### config.mk
export PLATFORM = sky130hd
export DESIGN_NAME = uvs_div_pipe
export DESIGN_NICKNAME = d
export VERILOG_FILES = /design/src/rtl/uvs_div_pipe.sv
export SDC_FILE = /design/constraint.sdc
export NUM_CORES = 1
export LEC_CHECK = 0
export BUFFER_PORTS_ARGS = -buffer_cell sky130_fd_sc_hd__buf_2
export CAP_MARGIN = 0
export CORE_UTILIZATION = 55
export CTS_CLUSTER_SIZE = 14
export DETAILED_ROUTE_END_ITERATION = 8
export PLACE_DENSITY_LB_ADDON = 0.12
export SLEW_MARGIN = 5
export SYNTH_ARGS = -nofsm -noshare
export SYNTH_HDL_FRONTEND = slang
export SYNTH_SLANG_ARGS = --single-unit
### constraint.sdc
create_clock -name clock -period 3.2 [get_ports clock]
set_input_delay 0.48 -clock clock [delete_from_list [all_inputs] [get_ports clock]]
set_output_delay 0.48 -clock clock [all_outputs]
set_load 0.01 [all_outputs]
### src/rtl/uvs_div_pipe.sv
// Pipelined restoring divider, one quotient bit per stage, several lanes with their own divisors in one pass.
module uvs_div_pipe #(
   parameter int LANES = 1,
   parameter int NW    = 16,
   parameter int DW    = 8,
   parameter int QW    = 8,
   parameter int SW    = 1
) (
   input  logic                       clock,
   input  logic                       reset,
   input  logic                       enable,
   input  logic                       in_valid,
   input  logic [LANES-1:0][NW-1:0]   dividend,
   input  logic [LANES-1:0][DW-1:0]   divisor,
   input  logic [SW-1:0]              side_in,
   output logic                       out_valid,
   output logic [LANES-1:0][QW-1:0]   quotient,
   output logic [LANES-1:0][DW-1:0]   remainder,
   output logic [SW-1:0]              side_out
);

   localparam int WW = NW + DW + QW;

   logic                      vld_ff  [QW];
   logic [LANES-1:0][NW-1:0]  rem_ff  [QW];
   logic [LANES-1:0][QW-1:0]  quo_ff  [QW];
   logic [LANES-1:0][DW-1:0]  dvs_ff  [QW];
   logic [SW-1:0]             side_ff [QW];

   for (genvar s = 0; s < QW; s++) begin : g_stage
      logic                      vld_cur;
      logic [LANES-1:0][NW-1:0]  rem_cur;
      logic [LANES-1:0][QW-1:0]  quo_cur;
      logic [LANES-1:0][DW-1:0]  dvs_cur;
      logic [SW-1:0]             side_cur;
      logic [LANES-1:0][NW-1:0]  rem_in;
      logic [LANES-1:0][QW-1:0]  quo_in;

      if (s == 0) begin : g_first
         assign vld_cur  = in_valid;
         assign rem_cur  = dividend;
         assign quo_cur  = '0;
         assign dvs_cur  = divisor;
         assign side_cur = side_in;
      end else begin : g_rest
         assign vld_cur  = vld_ff[s-1];
         assign rem_cur  = rem_ff[s-1];
         assign quo_cur  = quo_ff[s-1];
         assign dvs_cur  = dvs_ff[s-1];
         assign side_cur = side_ff[s-1];
      end

      // Stage s decides quotient bit QW-1-s.
      always_comb begin
         logic [WW-1:0] shifted;
         logic          ge;
         for (int l = 0; l < LANES; l++) begin
            shifted   = WW'(dvs_cur[l]) << (QW - 1 - s);
            ge        = WW'(rem_cur[l]) >= shifted;
            rem_in[l] = ge ? NW'(WW'(rem_cur[l]) - shifted) : rem_cur[l];
            quo_in[l] = QW'({quo_cur[l], ge});
         end
      end

      always_ff @(posedge clock) begin
         if (reset) begin
            vld_ff[s] <= 1'b0;
         end else if (enable) begin
            vld_ff[s] <= vld_cur;
         end
         if (enable) begin
            rem_ff[s]  <= rem_in;
            quo_ff[s]  <= quo_in;
            dvs_ff[s]  <= dvs_cur;
            side_ff[s] <= side_cur;
         end
      end
   end

   assign out_valid = vld_ff[QW-1];
   assign quotient  = quo_ff[QW-1];
   assign side_out  = side_ff[QW-1];

   always_comb begin
      for (int l = 0; l < LANES; l++) begin
         remainder[l] = rem_ff[QW-1][l][DW-1:0];
      end
   end

endmodule

==> impl.org, run 1 <==
** Timing
- The final number of hold-violating endpoints is 0.
- Slew at the pin closest to its max-slew limit :: about 0.85 ns
- In the post-route analysis, the smallest setup slack over all paths is slightly below 0.4 ns.
- Across the routed clock network, the largest skew measured is around 0.011 ns.
- The worst path in the final design needs a cycle of 2.81 ns, including I/O delays and setup.
- Final hold analysis gives a worst-case slack of around 0.14 ns.
- Setup violators final :: 0
- Final TNS setup :: 0 ns
- The final number of max-transition violations came to 0.
- Relative max-transition margin :: between 40% and 50%
- Setup repair after global routing missed its margin :: no
- Timing would allow up to roughly 360 MHz.
- After layout, the worst path uses roughly 90% of the clock period.

** Synth
- Of all flip-flops after synthesis, the portion carrying an async set or reset was 0%.
- Post-synth top cells :: sky130_fd_sc_hd__edfxtp_1 (228), sky130_fd_sc_hd__inv_1 (93), sky130_fd_sc_hd__ha_1 (64), sky130_fd_sc_hd__nand2_1 (60)
- Summing the areas of all and, or, nand and nor instances in the mapped netlist gives between 10% and 20% of the synthesized area.
- Compound-gate portion of the synthesized area :: 11.1%
- Synth area leaders :: sky130_fd_sc_hd__edfxtp_1 (61%), sky130_fd_sc_hd__ha_1 (7.1%), sky130_fd_sc_hd__inv_1 (3.1%), sky130_fd_sc_hd__a21oi_1 (2.5%), sky130_fd_sc_hd__xor2_1 (2.5%)
- Adder and majority cell fraction of the synthesized area :: ~8.5%
- Summing the sequential cell areas from Yosys gives about three fifths of the chip area.
- Mux contribution to synthesized area :: roughly 1.7%
- Dividing the synthesized area by the synthesized cell count gives 12.5 µm².
- Synthesis handed over a netlist of between 900 and 1k instances.
- Counting flops with a built-in enable in the synthesized netlist gives 228.
- Synthesized-area fraction occupied by xor and xnor cells :: approximately 3.7%
- Cell with the most instances after synthesis :: sky130_fd_sc_hd__edfxtp_1
- In the synthesized netlist the dominant register cell turns out to be sky130_fd_sc_hd__edfxtp_1.
- Post-synthesis cell area :: about 11000 µm²
- After synthesis, the largest family of logic cells by area is compound AO/OA/AOI/OAI gates.
- Number of storage elements in the synthesis netlist :: 228
- Post-synthesis net count :: 1003
- Yosys warnings :: 0
- Number of library cell types mapped by synthesis :: roughly 60
- The largest total area in the synthesized netlist belongs to sky130_fd_sc_hd__edfxtp_1.
- Portion of synthesized cell area occupied by the leading cell type :: between 60% and 70%

** Layout
- Diode count :: 0
- Sequential cell area in the final layout :: just under 7000 µm²
- The layout has 1594 filler cells.
- Synthesis-to-finish area growth :: 12.6%
- Final standard cell area without fillers :: 12700 µm²
- In the final layout, the share of cells above drive strength 1 is between 10% and 20%.
- Summing all multi-input logic gate instances after layout gives 4030 µm².
- Post-layout net count :: ~1.1k

** Critical path
- STA classifies the critical path endpoint as a flop.
- The number of cells on the worst reg-to-reg path is 7.
- In this design, the stage delay of the slowest critical-path cell is 0.57 ns.
- Critical path's most frequent cell :: sky130_fd_sc_hd__or4_4
- The critical path is of the reg2reg type.
- The largest individual stage delay along the critical path comes from the cell sky130_fd_sc_hd__or4_4.
- Crit path arrival time :: 3.07 ns
- Maximum net fanout on the critical path :: 16
- The worst setup path is launched from a flop.
- Worst Path Required :: between 3 and 4 ns
- Walking the worst path, the cells encountered are ha_1 > or4_4 > or4_4 > a211o_1 > a21oi_2 > buf_4 > o31ai_1.

** CTS
- Post-cts sizing count :: 0
- CTS sink count :: 228
- Clock tree from TritonCTS :: done
- Number of buffers created by CTS :: 25
- Post-CTS Setup Bufs :: 0
- The tree is rooted in a sky130_fd_sc_hd__clkbuf_16.
- The longest clock path from root to sink contains 3 buffers.
- Number of H-tree levels :: 1
- Worst-path clk slew :: 0.06 ns
- Worst-Skew Late Latency :: 0.52 ns
- Number of hold buffers added after cts :: 0

** Drt
- After detailed routing, the number of remaining DRC violations is 1.
- The pre-antenna-repair detailed-routing pass consisted of 6 iterations.
- Wires add up to about 19 mm.
- Number of nets with antenna violations after detailed routing :: 0
- The detailed router finished its first iteration with 318 violations.
- In the routed layout, each cell is associated on average with a via count of roughly 5.4.
- In the final routed layout, each cell accounts on average for around 15 µm.
- Vias :: approximately 6.9k

** Outcome
- The flow ran to the end, but the final reports show violations.
- Violated checks :: DRC

** Hold path
- The path class of the tightest hold or removal check is in2reg.
- Number of stages on the worst hold path :: 1

** Global routing
- The via count of the first global-routing pass came to just under 7k.
- Across every metal layer, demand over resource in global routing totals a little under a fifth.
- Maximum number of pins on one net before global-route repair :: roughly 90
- The first global-routing pass estimated 31.7 mm of wire.
- Sum of overflow across all layers after global routing :: 0
- The initial antenna violation count is 0.

** Floorplan
- Area of the die :: approximately 21000 µm²
- In this run the horizontal extent of the chip is 145 µm.
- For this design the top-level I/O count stands at between 40 and 50.
- For this configuration, the core starts out at a cell density of 56.0%.
- Die span in y :: between 100 and 150 µm
- Core Footprint :: 20200 µm²
- The initialized floorplan defines 52 standard-cell rows.

** Placement
- Number of buffers inserted by port buffering :: 46
- Prior to clock tree synthesis, the placed netlist has a worst setup slack of 0.426 ns.
- Routability-driven placement finished with a final weighted congestion of about 0.91.
- The HPWL after detailed placement is between 10 and 15 mm.
- Summing all placed instances gives a cell area of 11900 µm².

** Run
- Across the run, the number of max-cap violations was 0.

** Pwr
- Maximum vdd ir drop :: 483 µV
- Static leakage power :: between 4 and 5 nW
- Dividing total power by cell area gives a power density of 727 nW/µm².
## per-stage QoR
stage	std cells	utilization (%)	power, mW
floorplan	902	-	5.92
detailed placement	1216	59.1	6.52
CTS	1261	63.0	9.33
global placement	1216	59.1	6.47
finish	1261	63.0	9.24
global route	1261	63.0	9.76
## where the power goes
group | switching [mW] | total [mW] | internal [mW] | leakage, nW
Combinational | 1.19 | 2.20 | 1.01 | 2.39
Sequential | 0.296 | 4.26 | 3.96 | 2.21
Clock | 1.10 | 2.78 | 1.68 | 0.392
Total | 2.59 | 9.24 | 6.65 | 4.99
## layout make-up
cell class,count,share of cell area [%]
multi-input combinational,567,31.7
clock buffer,31,5.10
tap,270,2.66
sequential,228,53.8
clock inverter,14,1.16
inverter,93,2.75
timing repair buffer,58,2.79
## registers in the layout, indices dropped and copies added, names as in the netlist
signal,cells
vld_ff,8
dvs_ff,56
side_ff,8
rem_ff,120
quo_ff,36
## path summary, 6_finish.rpt
| check | slack [ns] | to | from |
|---|---|---|---|
| max reg2reg | 0.39 | rem_ff[1][39]$_DFFE_PP_ | rem_ff[1][24]$_DFFE_PP_ |
| max | 0.39 | rem_ff[1][39]$_DFFE_PP_ | rem_ff[1][24]$_DFFE_PP_ |
| min | 0.14 | side_ff[0][0]$_DFFE_PP_ | side_in |
| min reg2reg | 0.42 | quo_ff[1][19]$_DFFE_PP_ | quo_ff[1][10]$_DFFE_PP_ |
## per-layer routing
layer	wire length, µm	GRT usage [%]	up-vias
li1	-	-	3464
met1	7180	18.7	3246
met2	10700	37.8	110
met3	509	2.45	48
met4	683	7.68	0
met5	0	0	-
## worst max-delay path: cells and delay by family, from the launching register on
kind	cells	cell delay, ns
fa+ha+maj	1	0.26
simple gates	2	1.00
compound gates	3	0.63
flops	1	0.40
buf+inv	1	0.27
## cells in the final DEF (no fill, tap or decap), types with 4 or more instances in the layout
master	synthesis	layout
sky130_fd_sc_hd__edfxtp_1	228	228
sky130_fd_sc_hd__inv_1	93	93
sky130_fd_sc_hd__ha_1	64	64
sky130_fd_sc_hd__nand2_1	60	60
sky130_fd_sc_hd__a21oi_1	56	56
sky130_fd_sc_hd__nor2_1	56	56
sky130_fd_sc_hd__o21ai_0	52	52
sky130_fd_sc_hd__buf_2	0	45
sky130_fd_sc_hd__xor2_1	32	32
sky130_fd_sc_hd__clkbuf_16	0	25
sky130_fd_sc_hd__nor2b_1	17	17
sky130_fd_sc_hd__xnor2_1	16	16
sky130_fd_sc_hd__nor3_1	15	15
sky130_fd_sc_hd__o21a_1	14	14
sky130_fd_sc_hd__nand2b_1	13	13
sky130_fd_sc_hd__and2_1	13	13
sky130_fd_sc_hd__a21o_1	12	12
sky130_fd_sc_hd__mux2_2	11	11
sky130_fd_sc_hd__o31ai_1	10	10
sky130_fd_sc_hd__buf_4	0	10
sky130_fd_sc_hd__fa_1	8	8
sky130_fd_sc_hd__nor4_1	7	7
sky130_fd_sc_hd__mux2i_1	7	7
sky130_fd_sc_hd__or4_1	7	7
sky130_fd_sc_hd__a21boi_0	6	6
sky130_fd_sc_hd__or3_1	6	6
sky130_fd_sc_hd__clkbuf_1	11	6
sky130_fd_sc_hd__o21bai_1	5	5
sky130_fd_sc_hd__nor3b_1	5	5
sky130_fd_sc_hd__o31a_1	5	5
sky130_fd_sc_hd__a2111oi_0	5	5
sky130_fd_sc_hd__clkinv_2	0	5
sky130_fd_sc_hd__nand3_1	4	4
sky130_fd_sc_hd__nand4_1	4	4
sky130_fd_sc_hd__nand3b_1	4	4
sky130_fd_sc_hd__nor4b_1	4	4
sky130_fd_sc_hd__and3_1	4	4
sky130_fd_sc_hd__a31oi_1	4	4
sky130_fd_sc_hd__a211oi_1	4	4
sky130_fd_sc_hd__clkinv_1	0	4
## cells by family (layout without fill, tap and decap cells)
| kind of cell | count (synthesis) | after routing |
|---|---|---|
| and+or+nand+nor | 231 | 231 |
| adders and majority gates | 72 | 72 |
| DFF | 228 | 228 |
| xor gates and xnor gates | 48 | 48 |
| muxes | 18 | 18 |
| buffers and inverters | 107 | 196 |
| AOI/OAI and AO/OA | 198 | 198 |
No activity file was read; power rests on OpenSTA's default activity.
==> run 2: changes to the inputs <==
Settings changed: BUFFER_PORTS_ARGS -buffer_cell sky130_fd_sc_hd__buf_2 to -buffer_cell sky130_fd_sc_hd__buf_4.
==> impl.org, run 2 (same netlist as run 1, synthesis figures left out) <==
** Outcome
- Outcome :: complete, but fails checks
- Violated checks :: DRC

** Layout
- The largest registers in the layout are rem_ff x120, dvs_ff x56, quo_ff x36.
- Count of fill cells added during filler insertion :: 1597
- Most common library cell in the layout ignoring fill and taps :: sky130_fd_sc_hd__edfxtp_1
- Diode count :: 0
- The multi-input combinational cells in the finished layout cover a total of ~4000 µm².
- Post-layout net count :: about 1.1k
- rem_ff holds more flip-flops than any other register.
- The register with the most flip-flops in the layout has 120 of them.
- Leaving out fill and tap cells, the most frequent cells in the layout are sky130_fd_sc_hd__edfxtp_1 (228), sky130_fd_sc_hd__inv_1 (93), sky130_fd_sc_hd__ha_1 (64).
- Fraction of layout cells with a size suffix above 1 :: a little under an eighth
- Across the whole layout, storage elements account for 6850 µm².
- From synthesis to final layout, the design area changed by 13.3%.
- Measured on the finished design, the core utilization comes to 63.4%.
- The finished cells cover ~13000 µm².

** Critical path
- Highest cell delay on the worst timing path :: roughly 0.56 ns
- Of all nets on the critical path, the largest fanout is 16.
- Cells traversed along the worst timing path :: ha_1 > or4_4 > or4_4 > a211o_1 > a21oi_2 > buf_4 > o31ai_1
- Grouping stages by cell kind, the critical path spends the most delay in simple AND/OR/NAND/NOR gates.
- Worst Path Required :: between 3 and 4 ns
- The most numerous cell type found on the critical path is sky130_fd_sc_hd__or4_4.
- The critical path is of the reg2reg type.
- Crit path launch :: rem_ff[1][24]$_DFFE_PP_
- Register-to-register setup slack :: about 0.41 ns
- STA classifies the critical path startpoint as a flop.
- Number of buffers and inverters on the critical path :: 1
- Slowest library cell on the worst path :: sky130_fd_sc_hd__or4_4
- Reg-to-Reg Start :: rem_ff[1][24]$_DFFE_PP_
- STA puts the critical path data arrival time at ~3 ns.
- The worst setup path is captured at a flop.

** Timing
- On the final layout, the worst clock skew is 0.0145 ns.
- For the pin with the worst max-slew slack, the measured transition is between 0.8 and 0.9 ns.
- Max-slew violations :: 0
- Min cycle time layout :: between 2 and 3 ns
- For this run, the top clock speed supported by timing is between 300 and 400 MHz.
- Relative max-transition margin :: between 40% and 50%
- Final critical-path share of the clock period :: between 80% and 90%
- Setup violators final :: 0
- Minimum hold slack :: 0.148 ns
- Number of hold violations in the final report :: 0
- Setup repair after global routing left no endpoint under its margin.
- Adding up every negative setup slack in the final design gives 0 ns.

** CTS
- TritonCTS built the clock tree.
- CTS saw roughly 230 sinks.
- Buffers inserted during clock tree synthesis total 24.
- Number of hold buffers added after cts :: 0
- Post-CTS Setup Bufs :: 0
- In this run the clock root is driven by a sky130_fd_sc_hd__clkbuf_16.
- CTS built an H-tree with a depth of 1.
- Number of buffers between clock root and the deepest sink :: 3
- The later pin in the worst-skew pair is clocked with a latency of between 0.5 and 0.6 ns.
- Clock-pin slew was measured on the worst setup and hold paths at roughly 0.060 ns.
- Post-CTS repair changed the size of 0 cells.

** Floorplan
- Cell row count :: 52
- Die span in y :: roughly 150 µm
- The total area inside the core boundary comes to 20200 µm².
- The initial utilization of the core area, before any placement, comes to a little under three fifths.
- Area of the die :: between 20000 and 25000 µm²
- From left edge to right edge, the die measures ~150 µm.
- Boundary pin count :: 47

** Drt
- Via-per-instance ratio :: 5.44
- First-iteration detailed-routing DRC count :: a little under 400
- Number of detailed-route iterations in the first pass :: 7
- Vias :: slightly below 7k
- Number of nets with antenna violations after detailed routing :: 0
- In the final routed layout, each cell accounts on average for 15.2 µm.
- Remaining DRCs :: 1
- Detailed-route wire length :: between 15 and 20 mm

** Placement
- Post-DP HPWL :: ~14 mm
- The congestion estimate from routability-driven global placement came to about 0.87.
- The placed instances occupy a cell area of about 12000 µm².
- Number of buffers inserted by port buffering :: 46

** Pwr
- Maximum vdd ir drop :: 568 µV
- In this run the power density over the cells is approximately 720 nW/µm².
- In this run the static leakage power is roughly 5 nW.

** Global routing
- The initial antenna violation count is 0.
- The first global-routing pass estimated around 32 mm of wire.
- In the global route stage, overall resource usage came out at 18.7%.
- Entering global routing, the biggest net connects a little over 90 pins.
- Sum of overflow across all layers after global routing :: 0
- Vias in the first global route :: a little under 7k

** Run
- Max-cap violation count :: 0

** Hold path
- In this run the most critical hold path is launched from side_in.
- The min-delay analysis places its worst path in the category in2reg.
==> run 2: area by class of cell <==
| type | count | share of cell area (%) |
|---|---|---|
| sequential | 228 | 53.5 |
| tap | 270 | 2.64 |
| multi-input combinational | 567 | 31.5 |
| timing repair buffer | 60 | 3.67 |
| inverter | 93 | 2.73 |
| clock inverter | 14 | 0.910 |
| clock buffer | 29 | 5.01 |
==> run 2: power breakdown <==
part           switching, mW  total, mW  internal, mW
logic                   1.20       2.24          1.03
registers              0.296       4.26          3.96
clock network           1.09       2.66          1.58
==> run 2: through the flow <==
stage | std cells | power, mW | setup WS, ns
4_1_cts | 1261 | 9.23 | 0.420
3_3_place_gp | 1218 | 6.49 | 0.471
2_1_floorplan | 902 | 5.92 | 0.570
5_1_grt | 1261 | 9.66 | 0.325
6_report | 1261 | 9.16 | 0.410
3_5_place_dp | 1218 | 6.54 | 0.429
==> run 2: metal layers <==
metal	wire length (µm)	vias to the layer above	global-route usage, %
met1	6940	3201	18.4
li1	-	3459	-
met4	923	0	9.58
met3	659	60	2.67
met5	0	-	0
met2	10600	137	37.4
==> run 2: path summary, 6_finish.rpt <==
kind | endpoint | cells past startpoint
max | rem_ff[1][39]$_DFFE_PP_ | 7
min | side_ff[0][0]$_DFFE_PP_ | 1
max reg2reg | rem_ff[1][39]$_DFFE_PP_ | 7
min reg2reg | quo_ff[1][11]$_DFFE_PP_ | 0
